**src/uff_pkg.sv**
```systemverilog
package uff_pkg;

    // frame geometry
    localparam int unsigned MAX_FRAME_BYTES = 65536;
    localparam int unsigned POS_W           = $clog2(MAX_FRAME_BYTES + 1);

    localparam logic [POS_W-1:0] MAX_POS    = POS_W'(MAX_FRAME_BYTES);
    localparam logic [POS_W-1:0] IP_BASE    = POS_W'(14);
    localparam logic [POS_W-1:0] PROTO_POS  = POS_W'(23);
    localparam logic [POS_W-1:0] SRC_IP_POS = POS_W'(26);
    localparam logic [POS_W-1:0] DST_IP_POS = POS_W'(30);

    localparam logic [7:0] UDP_PROTO = 8'd17;
    localparam logic [3:0] MIN_IHL   = 4'd5;

    // filter enable bits
    localparam int unsigned FLT_SRC_IP   = 0;
    localparam int unsigned FLT_DST_IP   = 1;
    localparam int unsigned FLT_SRC_PORT = 2;
    localparam int unsigned FLT_DST_PORT = 3;

    localparam int unsigned CNT_W   = 32;
    localparam int unsigned TOTAL_W = 48;

    localparam int unsigned QUEUE_DEPTH = 4;
    localparam int unsigned QPTR_W      = $clog2(QUEUE_DEPTH);

    typedef enum logic [2:0] {
        REG_FILTER_ENABLES    = 3'd0,
        REG_MATCH_SOURCE_IP   = 3'd1,
        REG_MATCH_DEST_IP     = 3'd2,
        REG_MATCH_SOURCE_PORT = 3'd3,
        REG_MATCH_DEST_PORT   = 3'd4
    } t_cfg_idx;

    typedef enum logic {
        KIND_VERDICT = 1'b0,
        KIND_STATS   = 1'b1
    } t_kind;

    // one job handed from the parser to the counters
    typedef struct packed {
        t_kind            kind;
        logic             is_udp;
        logic             counted;
        logic [POS_W-1:0] frame_length;
    } t_job;

endpackage

```
**src/uff_front.sv**
```systemverilog
module uff_front
    import uff_pkg::*;
(
    input  logic        i_clk,
    input  logic        i_rst_n,
    input  logic        i_cfg_we,
    input  logic [2:0]  i_cfg_index,
    input  logic [31:0] i_cfg_data,
    input  logic        i_accept,
    input  logic        i_action,
    input  logic [7:0]  i_data_byte,
    input  logic        i_last_byte,
    output logic        o_push,
    output t_job        o_job
);

    logic [3:0]       r_enables;
    logic [31:0]      r_src_ip;
    logic [31:0]      r_dst_ip;
    logic [15:0]      r_src_port;
    logic [15:0]      r_dst_port;

    logic [POS_W-1:0] r_pos;
    logic [3:0]       r_hw;
    logic             r_udp;
    logic [3:0]       r_match;
    logic [3:0]       r_seen;

    logic [POS_W-1:0] n_pos;
    logic [3:0]       n_hw;
    logic             n_udp;
    logic [3:0]       n_match;
    logic [3:0]       n_seen;

    logic             byte_acc;
    logic             frame_end;
    logic [POS_W-1:0] port_base;
    logic             udp_ok;
    logic             pass;

    // configuration writes
    always_ff @(posedge i_clk) begin
        if (!i_rst_n) begin
            r_enables  <= '0;
            r_src_ip   <= '0;
            r_dst_ip   <= '0;
            r_src_port <= '0;
            r_dst_port <= '0;
        end else if (i_cfg_we) begin
            unique case (t_cfg_idx'(i_cfg_index))
                REG_FILTER_ENABLES:    r_enables  <= i_cfg_data[3:0];
                REG_MATCH_SOURCE_IP:   r_src_ip   <= i_cfg_data;
                REG_MATCH_DEST_IP:     r_dst_ip   <= i_cfg_data;
                REG_MATCH_SOURCE_PORT: r_src_port <= i_cfg_data[15:0];
                REG_MATCH_DEST_PORT:   r_dst_port <= i_cfg_data[15:0];
                default: ;
            endcase
        end
    end

    assign byte_acc  = i_accept && (i_action == 1'b0);
    assign frame_end = byte_acc && i_last_byte;
    assign port_base = IP_BASE + POS_W'({r_hw, 2'b00});

    always_comb begin
        n_pos   = r_pos;
        n_hw    = r_hw;
        n_udp   = r_udp;
        n_match = r_match;
        n_seen  = r_seen;
        if (byte_acc && (r_pos < MAX_POS)) begin
            if (r_pos == IP_BASE) begin
                n_hw = i_data_byte[3:0];
            end
            if (r_pos == PROTO_POS) begin
                n_udp = (i_data_byte == UDP_PROTO);
            end
            for (int k = 0; k < 4; k++) begin
                if (r_pos == SRC_IP_POS + POS_W'(k)) begin
                    if (r_src_ip[8*(3-k) +: 8] != i_data_byte) begin
                        n_match[FLT_SRC_IP] = 1'b0;
                    end
                    if (k == 3) begin
                        n_seen[FLT_SRC_IP] = 1'b1;
                    end
                end
                if (r_pos == DST_IP_POS + POS_W'(k)) begin
                    if (r_dst_ip[8*(3-k) +: 8] != i_data_byte) begin
                        n_match[FLT_DST_IP] = 1'b0;
                    end
                    if (k == 3) begin
                        n_seen[FLT_DST_IP] = 1'b1;
                    end
                end
            end
            // udp ports follow the ip header, only once ihl is known and sane
            if ((r_pos > IP_BASE) && (r_hw >= MIN_IHL)) begin
                for (int k = 0; k < 2; k++) begin
                    if (r_pos == port_base + POS_W'(k)) begin
                        if (r_src_port[8*(1-k) +: 8] != i_data_byte) begin
                            n_match[FLT_SRC_PORT] = 1'b0;
                        end
                        if (k == 1) begin
                            n_seen[FLT_SRC_PORT] = 1'b1;
                        end
                    end
                    if (r_pos == port_base + POS_W'(k + 2)) begin
                        if (r_dst_port[8*(1-k) +: 8] != i_data_byte) begin
                            n_match[FLT_DST_PORT] = 1'b0;
                        end
                        if (k == 1) begin
                            n_seen[FLT_DST_PORT] = 1'b1;
                        end
                    end
                end
            end
            n_pos = r_pos + POS_W'(1);
        end
    end

    assign udp_ok = n_udp && (n_hw >= MIN_IHL);
    assign pass   = udp_ok && ((r_enables & n_seen & n_match) == r_enables);

    always_ff @(posedge i_clk) begin
        if (!i_rst_n || frame_end) begin
            r_pos   <= '0;
            r_hw    <= '0;
            r_udp   <= 1'b0;
            r_match <= '1;
            r_seen  <= '0;
        end else begin
            r_pos   <= n_pos;
            r_hw    <= n_hw;
            r_udp   <= n_udp;
            r_match <= n_match;
            r_seen  <= n_seen;
        end
    end

    assign o_push = (i_accept && (i_action == 1'b1)) || frame_end;

    always_comb begin
        if (i_action == 1'b1) begin
            o_job.kind         = KIND_STATS;
            o_job.is_udp       = 1'b0;
            o_job.counted      = 1'b0;
            o_job.frame_length = '0;
        end else begin
            o_job.kind         = KIND_VERDICT;
            o_job.is_udp       = udp_ok;
            o_job.counted      = pass;
            o_job.frame_length = n_pos;
        end
    end

endmodule

```
**src/uff_queue.sv**
```systemverilog
module uff_queue
    import uff_pkg::*;
(
    input  logic i_clk,
    input  logic i_rst_n,
    input  logic i_push,
    input  t_job i_push_job,
    output logic o_full,
    input  logic i_pop,
    output logic o_empty,
    output t_job o_head
);

    t_job              r_slot [QUEUE_DEPTH];
    logic [QPTR_W-1:0] r_wr;
    logic [QPTR_W-1:0] r_rd;
    logic [QPTR_W:0]   r_count;

    always_ff @(posedge i_clk) begin
        if (i_push) begin
            r_slot[r_wr] <= i_push_job;
        end
    end

    always_ff @(posedge i_clk) begin
        if (!i_rst_n) begin
            r_wr    <= '0;
            r_rd    <= '0;
            r_count <= '0;
        end else begin
            if (i_push) begin
                r_wr <= r_wr + QPTR_W'(1);
            end
            if (i_pop) begin
                r_rd <= r_rd + QPTR_W'(1);
            end
            if (i_push && !i_pop) begin
                r_count <= r_count + (QPTR_W+1)'(1);
            end else if (!i_push && i_pop) begin
                r_count <= r_count - (QPTR_W+1)'(1);
            end
        end
    end

    assign o_full  = (r_count == (QPTR_W+1)'(QUEUE_DEPTH));
    assign o_empty = (r_count == '0);
    assign o_head  = r_slot[r_rd];

endmodule

```
**src/uff_back.sv**
```systemverilog
module uff_back
    import uff_pkg::*;
(
    input  logic               i_clk,
    input  logic               i_rst_n,
    input  logic               i_empty,
    input  t_job               i_head,
    output logic               o_pop,
    output logic               o_valid,
    input  logic               i_stall,
    output logic               o_kind,
    output logic               o_is_udp,
    output logic               o_counted,
    output logic [POS_W-1:0]   o_frame_length,
    output logic [CNT_W-1:0]   o_packet_count,
    output logic [TOTAL_W-1:0] o_byte_total
);

    logic [CNT_W-1:0]   r_count;
    logic [TOTAL_W-1:0] r_total;
    logic [CNT_W-1:0]   n_count;
    logic [TOTAL_W-1:0] n_total;
    logic [TOTAL_W:0]   sum;
    logic               bump;

    logic               r_valid;
    t_job               r_job;
    logic [CNT_W-1:0]   r_out_count;
    logic [TOTAL_W-1:0] r_out_total;

    assign o_pop = !i_empty && (!r_valid || !i_stall);
    assign bump  = o_pop && (i_head.kind == KIND_VERDICT) && i_head.counted;
    assign sum   = {1'b0, r_total} + (TOTAL_W+1)'(i_head.frame_length);

    always_comb begin
        n_count = r_count;
        n_total = r_total;
        if (bump) begin
            if (r_count != '1) begin
                n_count = r_count + CNT_W'(1);
            end
            n_total = sum[TOTAL_W] ? '1 : sum[TOTAL_W-1:0];
        end
    end

    always_ff @(posedge i_clk) begin
        if (!i_rst_n) begin
            r_count <= '0;
            r_total <= '0;
            r_valid <= 1'b0;
        end else begin
            r_count <= n_count;
            r_total <= n_total;
            if (o_pop) begin
                r_valid <= 1'b1;
            end else if (!i_stall) begin
                r_valid <= 1'b0;
            end
        end
    end

    always_ff @(posedge i_clk) begin
        if (o_pop) begin
            r_job       <= i_head;
            r_out_count <= n_count;
            r_out_total <= n_total;
        end
    end

    assign o_valid        = r_valid;
    assign o_kind         = r_job.kind;
    assign o_is_udp       = r_job.is_udp;
    assign o_counted      = r_job.counted;
    assign o_frame_length = r_job.frame_length;
    assign o_packet_count = r_out_count;
    assign o_byte_total   = r_out_total;

endmodule

```
**src/udp_frame_filter_statistics.sv**
```systemverilog
// udp frame filter and statistics: one beat per cycle in while the job queue has room,
// at most one result beat per cycle out while i_out_stall is low; a final frame byte
// or a query gives its result through the parser, the 4-deep job queue and the
// counter/output register; the input stalls only while the job queue is full
// reset: synchronous active-low i_rst_n clears counters, frame state and filter registers
module udp_frame_filter_statistics
    import uff_pkg::*;
(
    input  logic               i_clk,
    input  logic               i_rst_n,
    // configuration writes
    input  logic               i_cfg_we,
    input  logic [2:0]         i_cfg_index,
    input  logic [31:0]        i_cfg_data,
    // input beats
    input  logic               i_in_valid,
    output logic               o_in_stall,
    input  logic               i_action,
    input  logic [7:0]         i_data_byte,
    input  logic               i_last_byte,
    // result beats
    output logic               o_out_valid,
    input  logic               i_out_stall,
    output logic               o_kind,
    output logic               o_is_udp,
    output logic               o_counted,
    output logic [POS_W-1:0]   o_frame_length,
    output logic [CNT_W-1:0]   o_packet_count,
    output logic [TOTAL_W-1:0] o_byte_total
);

    logic accept;
    logic push;
    t_job push_job;
    logic q_full;
    logic q_empty;
    logic pop;
    t_job head;

    // the parser takes a beat whenever the queue has room
    assign o_in_stall = q_full;
    assign accept     = i_in_valid && !q_full;

    // front: byte position tracking, header decode, per-byte filter compare
    uff_front u_front (
        .i_clk       (i_clk),
        .i_rst_n     (i_rst_n),
        .i_cfg_we    (i_cfg_we),
        .i_cfg_index (i_cfg_index),
        .i_cfg_data  (i_cfg_data),
        .i_accept    (accept),
        .i_action    (i_action),
        .i_data_byte (i_data_byte),
        .i_last_byte (i_last_byte),
        .o_push      (push),
        .o_job       (push_job)
    );

    // short job queue so parser and counters stall independently
    uff_queue u_queue (
        .i_clk      (i_clk),
        .i_rst_n    (i_rst_n),
        .i_push     (push),
        .i_push_job (push_job),
        .o_full     (q_full),
        .i_pop      (pop),
        .o_empty    (q_empty),
        .o_head     (head)
    );

    // back: saturating counters and the output register
    uff_back u_back (
        .i_clk          (i_clk),
        .i_rst_n        (i_rst_n),
        .i_empty        (q_empty),
        .i_head         (head),
        .o_pop          (pop),
        .o_valid        (o_out_valid),
        .i_stall        (i_out_stall),
        .o_kind         (o_kind),
        .o_is_udp       (o_is_udp),
        .o_counted      (o_counted),
        .o_frame_length (o_frame_length),
        .o_packet_count (o_packet_count),
        .o_byte_total   (o_byte_total)
    );

endmodule
```
**config.mk**
```make
export PLATFORM = sky130hd
export DESIGN_NAME = udp_frame_filter_statistics
export DESIGN_NICKNAME = d
export VERILOG_FILES = /design/src/uff_pkg.sv /design/src/uff_front.sv /design/src/uff_queue.sv /design/src/uff_back.sv /design/src/udp_frame_filter_statistics.sv
export SDC_FILE = /design/constraint.sdc
export NUM_CORES = 1
export LEC_CHECK = 0
export ABC_CLOCK_PERIOD_IN_PS = 7300
export BUFFER_PORTS_ARGS = -buffer_cell sky130_fd_sc_hd__buf_4
export CAP_MARGIN = 10
export CORE_MARGIN = 3
export CORE_UTILIZATION = 40
export DETAILED_ROUTE_END_ITERATION = 10
export SYNTH_ARGS = -nofsm -noshare
export SYNTH_HDL_FRONTEND = slang
export SYNTH_SLANG_ARGS = --single-unit
```
**constraint.sdc**
```tcl
create_clock -name i_clk -period 7.3 [get_ports i_clk]
set_clock_uncertainty 0.2 [all_clocks]
set_input_delay 1.46 -clock i_clk [delete_from_list [all_inputs] [get_ports i_clk]]
set_output_delay 1.46 -clock i_clk [all_outputs]
set_load 0.1 [all_outputs]
```
; ---- Word level (Yosys, flattened, before mapping)
; Memories as Yosys holds them, arrays and structs flattened. A register that Yosys moved wholly into a read port is not among the register bits.
; Cells that the tools add are included.
[word_totals]
ram_bits = 80
out_inout_bits = 102
elab_cells = 158
input_bits = 50
regBits = 318
memories = 1
[classes]
magnitude_cmp = 4
addsub = 11
eq_ne = 35
muxes = 50
bitwise = 4
n_reduce_logical = 31
[memory_table]
columns = name, depth, word_bits, read_ports, rd_ports_with_merged_regs, wr, line
row1 = u_queue.r_slot, 4, 20, 1, 1, 1, uff_queue.sv:14  ; t_job r_slot [QUEUE_DEPTH];
[op_table]
columns = op, count
row1 = $eq 17x5->1 const B, 7
row2 = $mux 48, 2
row3 = $ne 8x8->1, 12
row4 = $eq 17x17->1, 4
row5 = $mux 32, 2
row6 = $add 48x17->49, 1
row7 = $add 17x1->17 const B, 2
row8 = $add 17x2->17 const B, 2
row9 = $eq 17x6->1 const B, 2
row10 = $mux 1, 34
row11 = $add 32x1->32 const B, 1
row12 = $ne 32x32->1 const B, 1
row13 = $mux 20, 1
row14 = $eq 17x4->1 const B, 1
row15 = $gt 17x4->1 const B, 1
row16 = $lt 17x17->1 const B, 1
row17 = $mux 17, 1
row18 = $mux 4, 4
row19 = $logic_and 1x1->1, 13
row20 = $reduce_and 2->1, 5
row21 = $and 4x4->4, 2
row22 = $eq 8x5->1 const B, 1
row23 = $ge 4x3->1 const B, 2
row24 = $mux 2, 4
row25 = 15 further kinds, 29

; ---- Logic depth before layout (Yosys ltp)
[logic_depth]
ltp_word = 14
mapped_depth = 13

; ---- By module
; Synthesis repeated with hierarchy kept, for this count alone.
[unflattened]
hier_cells = 1720
area_unflattened_um2 = 18123.6
[modules_own_cells]
columns = mod, seq_area_each_um2, cells_per_inst, n_inst, area_per_inst_um2
row1 = uff_back, 4624.4, 731, 1, 7978.9
row2 = uff_front, 2602.5, 841, 1, 6800.3
row3 = uff_queue, 2582.5, 147, 1, 3330.7
row4 = udp_frame_filter_statistics, 0.0, 1, 1, 13.8

; ---- Least setup slack after synthesis
; Ideal clock, no wire load.
[synth_path]
kind = input -> register
start = input i_out_stall
end = register u_back.r_out_total[38], in the netlist u_back.o_byte_total[38], data pin
arrival_time_ns = 5.730
cell_stages = 7
slack_ns = 1.095
required_ns = 6.825
path_buffers = 0
path_cell_list = and2_1 -> nor2_2 -> nand3b_4 -> or3_1 -> or4_1 -> o21ai_0 -> nand3_1
[synth_via]
elab_chain_len = 6
[synth_lines]
columns = item, line
row1 = "start, declared", udp_frame_filter_statistics.sv:23  ; input logic i_out_stall,
row2 = $logic_not 1->1, uff_back.sv:31  ; assign o_pop = !i_empty && (!r_valid || !i_stall);
row3 = $logic_or 1x1->1, uff_back.sv:31
row4 = $logic_and 1x1->1, uff_back.sv:31
row5 = via pop, udp_frame_filter_statistics.sv:37  ; logic pop;
row6 = $logic_and 1x1->1 (2 in a row), uff_back.sv:32  ; assign bump = o_pop && (i_head.kind == KIND_VERDICT) && i_head.counted;
row7 = $mux 48, uff_back.sv:38  ; if (bump) begin
row8 = via u_back.n_total[38], uff_back.sv:22  ; logic [TOTAL_W-1:0] n_total;
row9 = "end signal, assigned", uff_back.sv:66  ; r_out_total <= n_total;
row10 = "end, declared", uff_back.sv:29  ; logic [TOTAL_W-1:0] r_out_total;
; The timed path passes the listed nets, and every way through them passes these cells.
; A chain may end at the register's enable or synchronous reset.

==> impl_metrics.tcl <==
set metrics [dict create \
    core_area_um2 43300 \
    endpoint_kind "register" \
    finalSetupViolations 0 \
    num_vias 12778 \
    yosys-top-cells-area "edfxtp_1, dfxtp_1, nand2_1" \
    hold_depth 2 \
    avgSynthCellArea_um2 10.4 \
    die_w_um 216 \
    final_nets 1888 \
    synth_flop_cell "dfxtp_1" \
    yosysSeqAreaShare_pct 55.7 \
    die_y_um 216 \
    ioPinCount 152 \
    maxSlewHeadroom_pct 26.5 \
    io_buffers 151 \
    max_freq_mhz 203 \
    die-area_um2 46600 \
    cts_buffers 44 \
    powerDensity_nw_per_um2 411 \
    gp_congestion 0.855 \
    drv_slew 0 \
    reg2reg_depth 10 \
    critPathRequiredTime_ns 7.40 \
    status "complete, no violations" \
    yosysWarnings 0 \
    post_cts_buffers 0 \
    antenna_found_initial 0 \
    switching_share_pct 43.5 \
    cts_buffer_depth 3 \
    setup_tns_ns 0 \
    grt_pass1_wl_um 68200 \
    timing.final.crit_share_pct 67.5 \
    netlist.area_leader.share_pct 30.7 \
    clk_latency_ns 0.57 \
    cts_root_buffer "clkbuf_16" \
    avgViaCountPerCell 5.26 \
    grt_overflow_total 0 \
    area_growth_pct 17.5 \
    drcViolationCount 0 \
    cts_htree_levels 2 \
    hold_buffers 0 \
    p_total_mw 8.51 \
    yosysMostFrequentCell "nand2_1" \
    first_iter_violations 872 \
    antennaDiodeCount 0 \
    layout-drive-gt1-share_pct 14.6 \
    netlist-cell-type-count 63 \
    seq_area_um2 9810 \
    max-cap-violations 0 \
    post_drt_wl_per_cell_um 17.8 \
    routed_wl_um 43300 \
    peakVddDrop_mv 0.451 \
    cts_resized 0 \
    pwr-share-seq_pct 34.8 \
    syn_nets 1774 \
    grt_pass1_vias 12567 \
    tightest_slew_ns 1.10 \
    netlist_area_um2 17600 \
    synth-seq-cells 400 \
    rsz0062_at_grt "no" \
    synthArstFlopShare_pct 0 \
    fin_cells 2428 \
    place_hpwl_um 29300 \
    initial_core_util_pct 40.7 \
    p_leak_nw 7.63 \
    comb_power_share_pct 38.4 \
    clock_sinks 400 \
    fin_crit_ns 4.93 \
    grt_start_max_net_pins 103 \
    rows 76 \
    yosys.area.top_type "edfxtp_1" \
    r2r_end "u_back.o_byte_total[42]$_DFFE_PP_" \
    regToRegSetupSlack_ns 2.37 \
    multi_input_area_um2 7350 \
    start_kind "register" \
    hold_path_class "reg2reg" \
    synthTopCellsByCount "nand2_1, dfxtp_1, edfxtp_1" \
    firstDrtPassIters 5 \
    grt_usage_pct 18.2 \
    hp-start "u_front.r_match[1]$_SDFF_PP1_" \
    p_switching_mw 3.70 \
    intPower_mw 4.81 \
    arrival_ns 5.03 \
    syn_inst 1693 \
    crit_type "reg2reg" \
    ant_nets 0 \
    crit_fanout 18 \
    nFillCells 4020 \
    hold_path_end "u_front.r_match[1]$_SDFF_PP1_" \
    synth-edff-count 180 \
    placedCellCount 2345 \
    clk_pin_slew_ns 0.06 \
    cts_tree "yes" \
    clock_power_share_pct 26.7 \
    final_hold_viol_count 0 \
]
worst max path at each step:
| stage | from | to | cells past startpoint |
|---|---|---|---|
| after floorplan | i_out_stall | u_back.o_byte_total[38]$_DFFE_PP_ | 7 |
| after global routing | register | u_back.o_byte_total[22]$_DFFE_PP_ | 11 |
| final | register | u_back.o_byte_total[42]$_DFFE_PP_ | 10 |
| after CTS | register | u_back.o_byte_total[42]$_DFFE_PP_ | 11 |
| after global placement | register | u_back.o_byte_total[42]$_DFFE_PP_ | 10 |
| after detailed placement | register | u_back.o_byte_total[42]$_DFFE_PP_ | 10 |
critical path, stage by stage, from the launching register on:
cell      delay (ns)
dfxtp_1         1.01
mux4_2          0.62
ha_1            0.38
a21o_1          0.22
a211oi_1        0.34
or3b_2          0.51
nand3_1         0.19
nand2_1         0.23
nand3_1         0.50
buf_4           0.35
nand3_1         0.09
flip-flops by register name, summed over array words and instances (netlist names), 2 cells and up, named ones only:
signal and flops:
u_back.r_count 32, u_front.r_hw 4, u_queue.r_wr 2, u_queue.r_count 3, u_back.o_packet_count 32, u_back.o_byte_total 48
u_front.r_match 4, u_front.r_seen 4, u_front.r_pos 17, u_front.r_dst_ip 32, u_back.r_total 48, u_front.r_enables 4
u_front.r_src_ip 32, u_queue.r_slot 80, u_front.r_src_port 16, u_queue.r_rd 2, u_back.o_frame_length 17, u_front.r_dst_port 16
logic make-up after synthesis:
logic type | share of synthesized area (%)
multiplexers | 3.35
XOR/XNOR | 9.05
flip-flops | 55.7
adder cells (fa/ha/maj) | 2.29
AND/OR/NAND/NOR | 17.5
buffers and inverters | 2.62
AO/OA/AOI/OAI | 9.53
layout by cell type, fill, tap and decap left out, types with 4 or more instances in the layout:
| cell | netlist | layout |
|---|---|---|
| and4_1 | 12 | 12 |
| xnor2_1 | 95 | 95 |
| mux4_2 | 20 | 20 |
| a41oi_1 | 4 | 4 |
| bufinv_16 | 0 | 4 |
| xor2_1 | 87 | 87 |
| buf_4 | 1 | 160 |
| clkbuf_8 | 0 | 5 |
| a21oi_1 | 156 | 156 |
| clkbuf_16 | 0 | 46 |
| clkinv_2 | 0 | 9 |
| a21o_1 | 9 | 9 |
| nand2_1 | 262 | 262 |
| and2_1 | 51 | 51 |
| nor2_1 | 116 | 114 |
| dfxtp_1 | 220 | 220 |
| a311oi_1 | 4 | 4 |
| edfxtp_1 | 180 | 180 |
| nor4_1 | 24 | 24 |
| or3_1 | 9 | 9 |
| o31ai_1 | 5 | 5 |
| o21ai_0 | 23 | 23 |
| nand4_1 | 31 | 31 |
| a31oi_1 | 23 | 23 |
| and3_1 | 20 | 20 |
| inv_1 | 26 | 25 |
| mux2i_1 | 14 | 14 |
| nor3_1 | 41 | 41 |
| ha_1 | 29 | 29 |
| clkbuf_1 | 80 | 10 |
| nor4b_1 | 4 | 4 |
| nand3_1 | 50 | 50 |
| o21a_1 | 5 | 5 |
| a211oi_1 | 25 | 25 |
| nor2b_1 | 5 | 5 |
stage by stage:
stage	cell area [µm²]	setup slack, ns	utilization [%]	hold WS, ns
after global placement	19200	2.31	44.4	0.223
after detailed placement	19200	2.30	44.4	0.223
after CTS	20700	2.29	47.8	0.236
after floorplan	17600	1.10	-	0.205
final	20700	2.37	47.8	0.232
after global routing	20700	1.93	47.8	0.278
layer usage:
metal | up-vias | routed length [µm] | global-route usage (%) | part of all wire, %
li1 | 6226 | - | - | -
met1 | 6123 | 19500 | 24.2 | 45
met2 | 343 | 20000 | 29.6 | 46
met3 | 86 | 2280 | 2.94 | 5.3
met4 | 0 | 1580 | 7.78 | 3.7
met5 | - | 0 | 0 | 0
power by group through the flow:
stage | clock (mW) | combinational (mW) | sequential [mW]
final | 2.27 | 3.27 | 2.97
after detailed placement | 0 | 3.29 | 3.02
after floorplan | 0 | 0.782 | 4.81
after global placement | 0 | 3.27 | 3.02
after CTS | 2.33 | 3.29 | 2.97
after global routing | 2.41 | 3.41 | 3.01
area by class of cell:
class	instances	area share [%]
Multi-Input combinational cell	1174	35.5
Timing Repair Buffer	161	5.84
Tap cell	585	3.54
Inverter	26	0.484
Clock buffer	62	6.11
Clock inverter	20	1.07
Sequential cell	400	47.4
Note: power is estimated with default switching activity, not from simulation.
